File: src/rtl/jiftq_pkg.sv
// ----------------------------------------------------------------------------
// Joint impedance filtered torque: shared package
// Command codes, register indexes, register reset values and the
// configuration bundle handed from the register file to the datapath.
// ----------------------------------------------------------------------------
package jiftq_pkg;

  // Number of joints held in the state memories.
  localparam int unsigned JOINT_COUNT = 7;
  // Width of the joint index field.
  localparam int unsigned JOINT_W = 3;
  // Width of a configuration register index.
  localparam int unsigned CFG_IDX_W = 4;
  // Width of configuration write data.
  localparam int unsigned CFG_DATA_W = 32;

  // Item command codes.
  typedef enum logic [1:0] {
    CMD_STEP   = 2'd0,
    CMD_TARGET = 2'd1,
    CMD_SYNC   = 2'd2
  } cmd_e_t;

  // Configuration register indexes.
  typedef enum logic [CFG_IDX_W-1:0] {
    REG_STIFFNESS   = 4'd0,
    REG_DAMPING     = 4'd1,
    REG_FILT_STIFF  = 4'd2,
    REG_FILT_DAMP   = 4'd3,
    REG_VEL_LIMIT   = 4'd4,
    REG_ACCEL_LIMIT = 4'd5,
    REG_STEP_LIMIT  = 4'd6,
    REG_TIME_STEP   = 4'd7
  } cfg_reg_e_t;

  // Reset values of the configuration registers.
  localparam logic [30:0] RST_STIFFNESS   = 31'd0;
  localparam logic [30:0] RST_DAMPING     = 31'd0;
  localparam logic [30:0] RST_FILT_STIFF  = 31'd26214400;
  localparam logic [30:0] RST_FILT_DAMP   = 31'd2621440;
  localparam logic [30:0] RST_VEL_LIMIT   = 31'd32768;
  localparam logic [30:0] RST_ACCEL_LIMIT = 31'd327680;
  localparam logic [30:0] RST_STEP_LIMIT  = 31'd65536;
  localparam logic [31:0] RST_TIME_STEP   = 32'd4294967;

  // Current configuration, as seen by the datapath.
  typedef struct packed {
    logic [30:0] stiffness;
    logic [30:0] damping;
    logic [30:0] filt_stiff;
    logic [30:0] filt_damp;
    logic [30:0] vel_limit;
    logic [30:0] accel_limit;
    logic [30:0] step_limit;
    logic [31:0] time_step;
  } cfg_t;

endpackage

File: src/rtl/jiftq_if.sv


interface jiftq_cfg_if;
  logic                              valid;
  logic                              ready;
  logic [jiftq_pkg::CFG_IDX_W-1:0]   index;
  logic [jiftq_pkg::CFG_DATA_W-1:0]  data;

  modport source (output valid, index, data, input ready);
  modport sink (input valid, index, data, output ready);
endinterface

File: src/rtl/jiftq_cfg.sv
// ----------------------------------------------------------------------------
// Joint impedance filtered torque: configuration registers
// Holds the gains, limits and control period written over the register port.
// ----------------------------------------------------------------------------
module jiftq_cfg (
  input  logic                 clk,
  input  logic                 rst_n,
  jiftq_cfg_if.sink            cfg_ch,
  output jiftq_pkg::cfg_t      cfg
);

  jiftq_pkg::cfg_t cfg_r;
  jiftq_pkg::cfg_t cfg_nxt;

  // The port never stalls.
  assign cfg_ch.ready = 1'b1;

  // Decode a write transaction; unknown indexes leave the registers alone.
  always_comb begin
    cfg_nxt = cfg_r;
    if (cfg_ch.valid) begin
      case (cfg_ch.index)
        jiftq_pkg::REG_STIFFNESS:   cfg_nxt.stiffness   = cfg_ch.data[30:0];
        jiftq_pkg::REG_DAMPING:     cfg_nxt.damping     = cfg_ch.data[30:0];
        jiftq_pkg::REG_FILT_STIFF:  cfg_nxt.filt_stiff  = cfg_ch.data[30:0];
        jiftq_pkg::REG_FILT_DAMP:   cfg_nxt.filt_damp   = cfg_ch.data[30:0];
        jiftq_pkg::REG_VEL_LIMIT:   cfg_nxt.vel_limit   = cfg_ch.data[30:0];
        jiftq_pkg::REG_ACCEL_LIMIT: cfg_nxt.accel_limit = cfg_ch.data[30:0];
        jiftq_pkg::REG_STEP_LIMIT:  cfg_nxt.step_limit  = cfg_ch.data[30:0];
        jiftq_pkg::REG_TIME_STEP:   cfg_nxt.time_step   = cfg_ch.data[31:0];
        default: ;
      endcase
    end
  end

  always_ff @(posedge clk) begin
    if (!rst_n) begin
      cfg_r.stiffness   <= jiftq_pkg::RST_STIFFNESS;
      cfg_r.damping     <= jiftq_pkg::RST_DAMPING;
      cfg_r.filt_stiff  <= jiftq_pkg::RST_FILT_STIFF;
      cfg_r.filt_damp   <= jiftq_pkg::RST_FILT_DAMP;
      cfg_r.vel_limit   <= jiftq_pkg::RST_VEL_LIMIT;
      cfg_r.accel_limit <= jiftq_pkg::RST_ACCEL_LIMIT;
      cfg_r.step_limit  <= jiftq_pkg::RST_STEP_LIMIT;
      cfg_r.time_step   <= jiftq_pkg::RST_TIME_STEP;
    end else begin
      cfg_r <= cfg_nxt;
    end
  end

  assign cfg = cfg_r;

endmodule

File: src/flat_wrapper.sv
// flat-port wrapper written by rule: the top's interface ports become plain ports
module jiftq_cfg_flat 
  (clk, rst_n, cfg, cfg_ch_valid, cfg_ch_index, cfg_ch_data, cfg_ch_ready);
  jiftq_cfg_if cfg_ch_i ();
  input  logic clk;
  input  logic rst_n;
  output jiftq_pkg::cfg_t cfg;
  input wire logic [$bits(cfg_ch_i.valid)-1:0] cfg_ch_valid;
  input wire logic [$bits(cfg_ch_i.index)-1:0] cfg_ch_index;
  input wire logic [$bits(cfg_ch_i.data)-1:0] cfg_ch_data;
  output wire logic [$bits(cfg_ch_i.ready)-1:0] cfg_ch_ready;
  assign cfg_ch_i.valid = cfg_ch_valid;
  assign cfg_ch_i.index = cfg_ch_index;
  assign cfg_ch_i.data = cfg_ch_data;
  assign cfg_ch_ready = cfg_ch_i.ready;
  jiftq_cfg u_core (.clk(clk), .rst_n(rst_n), .cfg_ch(cfg_ch_i), .cfg(cfg));
endmodule
File: config.mk
export PLATFORM = sky130hd
export DESIGN_NAME = jiftq_cfg_flat
export DESIGN_NICKNAME = d
export VERILOG_FILES = /design/src/rtl/jiftq_pkg.sv /design/src/rtl/jiftq_if.sv /design/src/rtl/jiftq_cfg.sv /design/src/flat_wrapper.sv
export SDC_FILE = /design/constraint.sdc
export NUM_CORES = 1
export LEC_CHECK = 0
export ABC_AREA = 1
export BUFFER_PORTS_ARGS = -buffer_cell sky130_fd_sc_hd__buf_4
export CELL_PAD_IN_SITES_DETAIL_PLACEMENT = 0
export CELL_PAD_IN_SITES_GLOBAL_PLACEMENT = 1
export CORE_MARGIN = 8
export CORE_UTILIZATION = 36
export DETAILED_ROUTE_END_ITERATION = 10
export PLACE_DENSITY = 0.9
export SETUP_SLACK_MARGIN = 0.4
export SLEW_MARGIN = 40
export SYNTH_ARGS = -nofsm -noshare
export SYNTH_HDL_FRONTEND = slang
export SYNTH_SLANG_ARGS = --single-unit
File: constraint.sdc
create_clock -name clk -period 1.1 [get_ports clk]
set_input_delay 0.055 -clock clk [delete_from_list [all_inputs] [get_ports clk]]
set_output_delay 0.055 -clock clk [all_outputs]
set_load 0.005 [all_outputs]
Yosys cells after proc, flatten, opt, wreduce, memory -nomap -nowiden
Cells that the tools add are included.

Eq/ne operators: 7. Reduce and logical (&&, ||, !) cells: 9.

Operators with widths (count): 4-bit by 3-bit == test with 1-bit output (second input constant) (4); 2-bit AND reduction (8); 4-bit by 2-bit == test with 1-bit output (second input constant) (2); 4-bit by 1-bit == test with 1-bit output (second input constant) (1); 4-bit logical NOT (1).

Register bits: 249. Input bits: 39. Output and inout bits: 250. Word-level logic and storage cells: 24.

Logic depth before layout (Yosys ltp)
Gate-level depths: netlist of the first run.

Word-level depth: 2. Gate-level depth with buffers: 7. Depth with buffers taken out: 6.

Least setup slack after synthesis of the first run
No wires, ideal clock.

Kind: input -> register. Start point: input rst_n. End point: register u_core.cfg_r (netlist bit u_core.cfg[144]). Setup time: 134 ps. Data arrival time: 824 ps. Data required time: 966 ps. Setup slack: 142 ps. Cell stages on the path: 4. Buffers on the path: 3. Path through: buf_2 > buf_1 > clkbuf_1 > nand3_1.

RTL lines: from (decl) (RTL line flat_wrapper.sv:6) `input logic rst_n;`; to (signal assigned) (RTL line jiftq_cfg.sv:47) `cfg_r <= cfg_nxt;`; to (decl) (RTL line jiftq_cfg.sv:12) `jiftq_pkg::cfg_t cfg_r;`.

No word-level cell between the ends.

Final worst setup path of the first run
Start point: register u_core.cfg_r (netlist bit u_core.cfg[183]). End point: output cfg[183] in the netlist's numbering.

RTL lines: to (decl) (RTL line flat_wrapper.sv:7) `output jiftq_pkg::cfg_t cfg;`.

No word-level cell between the ends.

==> summary.md, run 1 <==
| Metric | Value |
|---|---|
| Async S/R FF share, synth | `0%` |
| Crit share post-route | `between 90 and 100%` |
| Syn nets | `between 1000 and 1500` |
| Internal cell power | `approximately 16000 µW` |
| Port bufs | `roughly 290` |
| Fmax | `around 940 MHz` |
| Num ports | `roughly 290` |
| Post-synth EDFFs | `0` |
| DR pass1 iterations | `5` |
| Clock power frac | `46.4%` |
| Crit start category | `register` |
| Synth Flop Type | `dfxtp_1` |
| Routed wire length | `about 36 mm` |
| Leakage power | `0.007201 µW` |
| Mux cell area share after synthesis | `0%` |
| Worst EP arrival | `1.00 ns` |
| Avg Cell Area, Syn | `6.800 µm²` |
| Critical Path Sink Type | `output port` |
| Largest family of logic cells by synthesized area | `simple AND/OR/NAND/NOR gates` |
| Max-Cap Viols | `0` |
| First-pass GRT wire length | `between 50 and 60 mm` |
| FF+latch area | `5301 µm²` |
| Initial antenna violation count | `1` |
| CTS max path bufs | `3` |
| Die width | `180.7 µm` |
| Critical path required time | `1.04 ns` |
| Worst VDD drop | `around 1.3 mV` |
| Largest net degree at the start of global routing | `74` |
| CP peak stage delay | `roughly 0.36 ns` |
| Number of flip-flops in the largest register | `around 250` |
| Delay-heaviest family, CP | `flip-flops` |
| Failing checks | `hold timing` |
| Synth top cells by count | `nor2_1, nand2_1, dfxtp_1` |
| Adder-Cell Fraction of Synth Area | `0%` |
| Synth Area in Simple Gates | `between 40 and 50%` |
| Multi-input gate area | `~4000 µm²` |
| R2R depth | `6` |
| RSZ-0062 raised after global routing | `yes` |
| Cell area power density | `around 1400 nW/µm²` |
| Syn Inst Count | `1436` |
| FF+latch count, synth | `249` |
| CP Capture Point | `cfg[183]` |
| Dpl ws | `-0.05039 ns` |
| Die footprint | `~33000 µm²` |
| Worst hold path type | `input pin to register` |
| Sequential Power Share | `44.3%` |
| Clock buffer count from CTS | `28` |
| Crit-path slowest cell | `dfxtp_4` |
| Final net count | `1791` |
| DR DRC count | `0` |
| Routed via count | `just under 10000` |
| RR Startpoint | `u_core.cfg[128]$_SDFFE_PN0P_` |
| Critical Path Stages | `1` |
| GP Congestion | `a little over 0.8` |
| Comb power frac | `a little under a tenth` |
| Share of cells above drive strength 1 | `around 38%` |
| Worst-path cell chain | `buf_6` |
| Total negative slack | `0 ns` |
| FP Rows | `60` |
| Post-synth cell types | `16` |
| DP Wirelength | `between 20 and 25 mm` |
| Post-synthesis xor/xnor area fraction | `0%` |
| Post-synthesis compound-gate area fraction | `0.1025%` |
| Most frequent cell after synthesis | `nor2_1` |
| Largest cells by area after synthesis | `dfxtp_1, nor2_1, nand2_1` |
| Vias in the first global route | `between 9000 and 10000` |
| Reg2Reg Setup Slack | `roughly 0.27 ns` |
| Routed wire length per instance | `16.81 µm` |
| Outcome | `complete, but fails checks` |
| WHS | `-0.03250 ns` |
| Clock slew at reported path FFs | `~0.06 ns` |
| Area growth syn-to-layout | `56.20%` |
| Critical path class | `register to output port` |
| R2r endpoint | `u_core.cfg[128]$_SDFFE_PN0P_` |
| Initial drt markers | `around 650` |
| GR Overflow Total | `0` |
| Skew-Pair Late Insertion Delay | `approximately 0.53 ns` |
| # setup viols final | `0` |
| Psw | `~5000 µW` |
| Core area | `between 20000 and 30000 µm²` |
| Crit-path max FO | `2` |
| Switching share of power | `23.46%` |
| Htree depth | `1` |
| Die extent in y | `between 150 and 200 µm` |
| Yosys top cell area share | `between 50% and 60%` |
| Endpoints failing hold | `5` |
| Number of synthesis warnings | `0` |
| Critical path launch point | `u_core.cfg[183]$_SDFFE_PN0P_` |
| Overall Power | `21250 µW` |
| TritonCTS clock tree | `built` |
| Fin crit period | `around 1.1 ns` |
| Setup Skew | `0 ns` |
| CTS Root Cell | `clkbuf_16` |
| DR vias/cell | `4.635` |
| Sequential element share of the synthesized area | `51.05%` |
| GRT Overall Usage | `20.81%` |
| Crit path buf inv count | `1` |
| Final ANT Viol Nets | `0` |
| Final WS setup | `between 0.04 and 0.05 ns` |
| Total clock sinks | `approximately 250` |
| Max Transition Viols Final | `0` |
| Area leader, netlist | `dfxtp_1` |
| Cell Area, Synth | `just under 10000 µm²` |
| Initial Util | `about 36%` |
| Final core occ | `a little under three fifths` |
| Fillers | `around 2300` |
-- layout by cell type, fill, tap and decap left out, drive strengths merged --
master          n
nor2          471
nand2         441
buf           337
dfxtp         249
inv            98
nand4          59
clkbuf         41
dlygate4sd3    34
nand3          26
bufinv          4
clkinv          4
diode           2
o21ai           2
dlymetal6s4s    2
clkinvlp        1
conb            1
-- worst min path at each step --
stage | start | to | slack, ns | cells after the start
after floorplan | cfg_ch_data[19] | u_core.cfg[144]$_SDFFE_PN1P_ | 0.17 | 2
after global placement | cfg_ch_data[2] | u_core.cfg[2]$_SDFFE_PN1P_ | 0.30 | 3
after detailed placement | cfg_ch_data[2] | u_core.cfg[2]$_SDFFE_PN1P_ | 0.30 | 3
after CTS | cfg_ch_index[1] | u_core.cfg[109]$_SDFFE_PN1P_ | -0.06 | 5
after global routing | cfg_ch_index[1] | u_core.cfg[109]$_SDFFE_PN1P_ | -0.03 | 5
final | cfg_ch_data[22] | u_core.cfg[116]$_SDFFE_PN0P_ | -0.03 | 5
-- power by group through the flow --
| stage | Sequential, µW | Clock [µW] | Combinational (µW) |
|---|---|---|---|
| floorplan | 9530 | 0 | 872 |
| global placement | 9540 | 0 | 1680 |
| global route | 9430 | 10400 | 2170 |
| finish | 9410 | 9860 | 1970 |
| detailed placement | 9540 | 0 | 1700 |
| CTS | 9420 | 10100 | 1930 |
-- cell families (layout without fill, tap and decap cells) --
logic type / count (synthesis) / after routing
other cells: 1 / 3
compound gates: 2 / 2
simple gates: 997 / 997
buf+inv: 187 / 521
flops: 249 / 249
-- final cells by class --
cell class              instances  area share [%]
diodes                          2         0.03281
clock buffers                  39           5.398
flip-flops and latches        249           34.76
repair buffers                375           26.94
inverters                      98           2.617
clock inverters                 9          0.9762
well taps                     341           2.797
multi-input cells            1000           26.48
-- per-stage QoR --
step | area (µm²) | instances
after floorplan | 10050 | 1436
after CTS | 15090 | 2099
final | 15250 | 2113
after global placement | 12480 | 2011
after detailed placement | 12480 | 2011
after global routing | 15250 | 2112
-- timing repair --
action                                  CTS  global route
resized for setup                       498            35
endpoints found under the setup margin  249           337
cloned                                    0             1
pin swaps                                 0             7
setup buffers                             4            11
endpoints found under the hold margin   119            81
hold buffers                             36            12
-- metal layers --
metal	wire length (µm)	track usage [%]	up-vias
met5	0	0	-
met4	948	6.052	0
met3	2719	5.998	51
met2	16670	34.67	291
met1	15180	25.76	4503
li1	-	-	4949
No activity file was read; power rests on OpenSTA's default activity.
==> inputs of run 2 (changes only) <==
--- a/config.mk
+++ b/config.mk
@@ -13,6 +13,7 @@
 export CORE_UTILIZATION = 36
 export DETAILED_ROUTE_END_ITERATION = 10
 export PLACE_DENSITY = 0.9
+export RECOVER_POWER = 100
 export SETUP_SLACK_MARGIN = 0.4
 export SLEW_MARGIN = 40
 export SYNTH_ARGS = -nofsm -noshare
==> summary.md, run 2 (synthesis gave the netlist of run 1 again) <==
| Metric | Value |
|---|---|
| Initial drt markers | `633 (-2.3%)` |
| Die width | `180.7 µm (unchanged)` |
| GRT busiest layer | `met2` |
| DR vias/cell | `4.645 (+0.22%)` |
| First-pass GRT wire length | `54.68 mm (unchanged)` |
| Routed wire length | `35.51 mm (about the same)` |
| Worst-path cell chain | `buf_6` |
| DR DRC count | `0 (unchanged)` |
| Crit-path max FO | `2 (unchanged)` |
| Crit path buf inv count | `1 (unchanged)` |
| Initial antenna violation count | `1 (unchanged)` |
| Clock slew at reported path FFs | `0.06 ns (about the same)` |
| Endpoints failing hold | `2 (-3)` |
| Failing checks | `hold timing` |
| Critical path required time | `1.04 ns (about the same)` |
| Setup Skew | `0 ns (unchanged)` |
| Htree depth | `1 (unchanged)` |
| Outcome | `complete, but fails checks` |
| GR Overflow Total | `0 (unchanged)` |
| Cell area power density | `1451 nW/µm² (+4.1%)` |
| Crit share post-route | `97.17% (+0.96 points)` |
| Met3 usage | `5.998% (unchanged)` |
| Tightest Pin Transition | `~0.73 ns` |
| Final WS setup | `0.03115 ns (-0.01057 ns)` |
| Fin crit period | `1.069 ns (+0.01057 ns)` |
| Die extent in y | `180.7 µm (unchanged)` |
| FP Rows | `60 (unchanged)` |
| Number of flip-flops in the largest register | `249 (unchanged)` |
| Port bufs | `287 (unchanged)` |
| Worst VDD drop | `1.235 mV (-2.2%)` |
| Skew-Pair Late Insertion Delay | `0.53 ns (about the same)` |
| Commonest non-fill, non-tap cell in the layout | `nor2_1` |
| CTS Root Cell | `clkbuf_16` |
| GP Congestion | `0.8078 (unchanged)` |
| Most frequent cells in the layout | `nor2_1, nand2_1, buf_6` |
| Worst hold path type | `input pin to register` |
| WHS | `-0.05310 ns (-0.02060 ns)` |
| Fmax | `935.6 MHz (-0.99%)` |
| # setup viols final | `0 (unchanged)` |
| CTS max path bufs | `3 (unchanged)` |
| Hold depth | `5 (unchanged)` |
| Max-Cap Viols | `0 (unchanged)` |
| Critical Path Sink Type | `output port` |
| Routing usage on met2 | `34.67% (unchanged)` |
| Vias in the first global route | `9370 (unchanged)` |
| Num ports | `289 (unchanged)` |
| Crit start category | `register` |
| Final ANT Viol Nets | `0 (unchanged)` |
| Routed wire length per instance | `16.81 µm (about the same)` |
| Leakage power | `0.006918 µW (-3.9%)` |
| Clock buffer count from CTS | `28 (unchanged)` |
| Critical path class | `register to output port` |
| Worst EP arrival | `1.01 ns (about the same)` |
| Delay-heaviest family, CP | `flip-flops` |
| Met1 usage | `25.76% (unchanged)` |
| Largest net degree at the start of global routing | `74 (unchanged)` |
| GRT Overall Usage | `20.81% (unchanged)` |
| DR pass1 iterations | `5 (unchanged)` |
| Max_slew headroom | `51.26%` |
| TritonCTS clock tree | `built` |
| Critical Path Stages | `1 (unchanged)` |
| Routed via count | `9811 (+0.17%)` |
| Crit-path slowest cell | `dfxtp_1` |
| Final core occ | `54.31% (-2.6 points)` |
| Initial Util | `36.43% (unchanged)` |
| Overall Power | `21120 µW (-0.62%)` |
| Share of cells above drive strength 1 | `28.36% (-9.5 points)` |
| Total clock sinks | `249 (unchanged)` |
| DP Wirelength | `24.11 mm (unchanged)` |
| R2R depth | `6 (unchanged)` |
| Max Transition Viols Final | `0 (unchanged)` |
| RSZ-0062 raised after global routing | `yes` |
| Area growth syn-to-layout | `49.06%` |
| Core area | `26800 µm² (unchanged)` |
| Dpl ws | `-0.05039 ns (unchanged)` |
| Die footprint | `32650 µm² (unchanged)` |
| Final net count | `1791 (unchanged)` |
| CP peak stage delay | `0.37 ns (about the same)` |
run 2: cell types whose count changed in the layout (fill, tap and decap cells not counted), moves of 2 or more:
cell | previous run | this run
inv_1 | 76 | 78
buf_4 | 66 | 64
clkbuf_1 | 4 | 31
clkbuf_2 | 0 | 18
dfxtp_2 | 247 | 111
buf_6 | 253 | 193
buf_12 | 18 | 11
nor2_4 | 9 | 6
inv_2 | 14 | 12
dfxtp_1 | 0 | 137
nor2_1 | 460 | 462
clkbuf_4 | 0 | 24
run 2: path summary, 6_finish.rpt:
kind	startpoint	to	slack (ns)
max	u_core.cfg[10]$_SDFFE_PN0P_	cfg[10]	0.03
min	cfg_ch_index[1]	u_core.cfg[109]$_SDFFE_PN1P_	-0.05
max reg2reg	u_core.cfg[128]$_SDFFE_PN0P_	u_core.cfg[128]$_SDFFE_PN0P_	0.25
min reg2reg	u_core.cfg[81]$_SDFFE_PN1P_	u_core.cfg[81]$_SDFFE_PN1P_	0.46
run 2: metrics by stage:
stage | TNS (ns) | instances | cell area [µm²]
floorplan | 0 | 1436 | 10050
global placement | -0.6982 | 2011 | 12480
detailed placement | -0.9802 | 2011 | 12480
CTS | 0 | 2099 | 15090
global route | 0 | 2112 | 14560
finish | 0 | 2112 | 14560
run 2: final cells by class:
type | count | area [µm²]
fill | 2537 | 12250
sequential | 249 | 5127
multi-input combinational | 1000 | 4009
timing repair buffer | 375 | 3630
clock buffer | 39 | 823.3
tap | 341 | 426.7
inverter | 98 | 387.9
clock inverter | 9 | 148.9
antenna | 1 | 2.502
run 2: routing by layer:
metal  vias to the layer above  share of wire [%]
met4                         0                2.7
li1                       4945                  -
met3                        56                7.5
met2                       302                 47
met5                         -                  0
met1                      4508                 43
run 2: repair_timing:
action	4_1_cts	5_1_grt
cloned	0	1
endpoints found under the hold margin	119	81
hold buffers	36	12
resized for setup	498	35
buffers inserted	4	11
setup endpoints to repair	249	337
pin swaps	0	7
run 2: worst register-to-register path: cells and delay by family (launching register included):
family | cells | cell delay, ns
simple gates | 3 | 0.15
flops | 1 | 0.33
buf+inv | 3 | 0.25
run 2: where the power goes:
group / switching (µW) / internal [µW] / leakage [µW]
Sequential: 149 / 9240 / 0.00206
Clock: 3740 / 6110 / 0.000482
Combinational: 1060 / 824 / 0.00438
Total: 4950 / 16200 / 0.00692
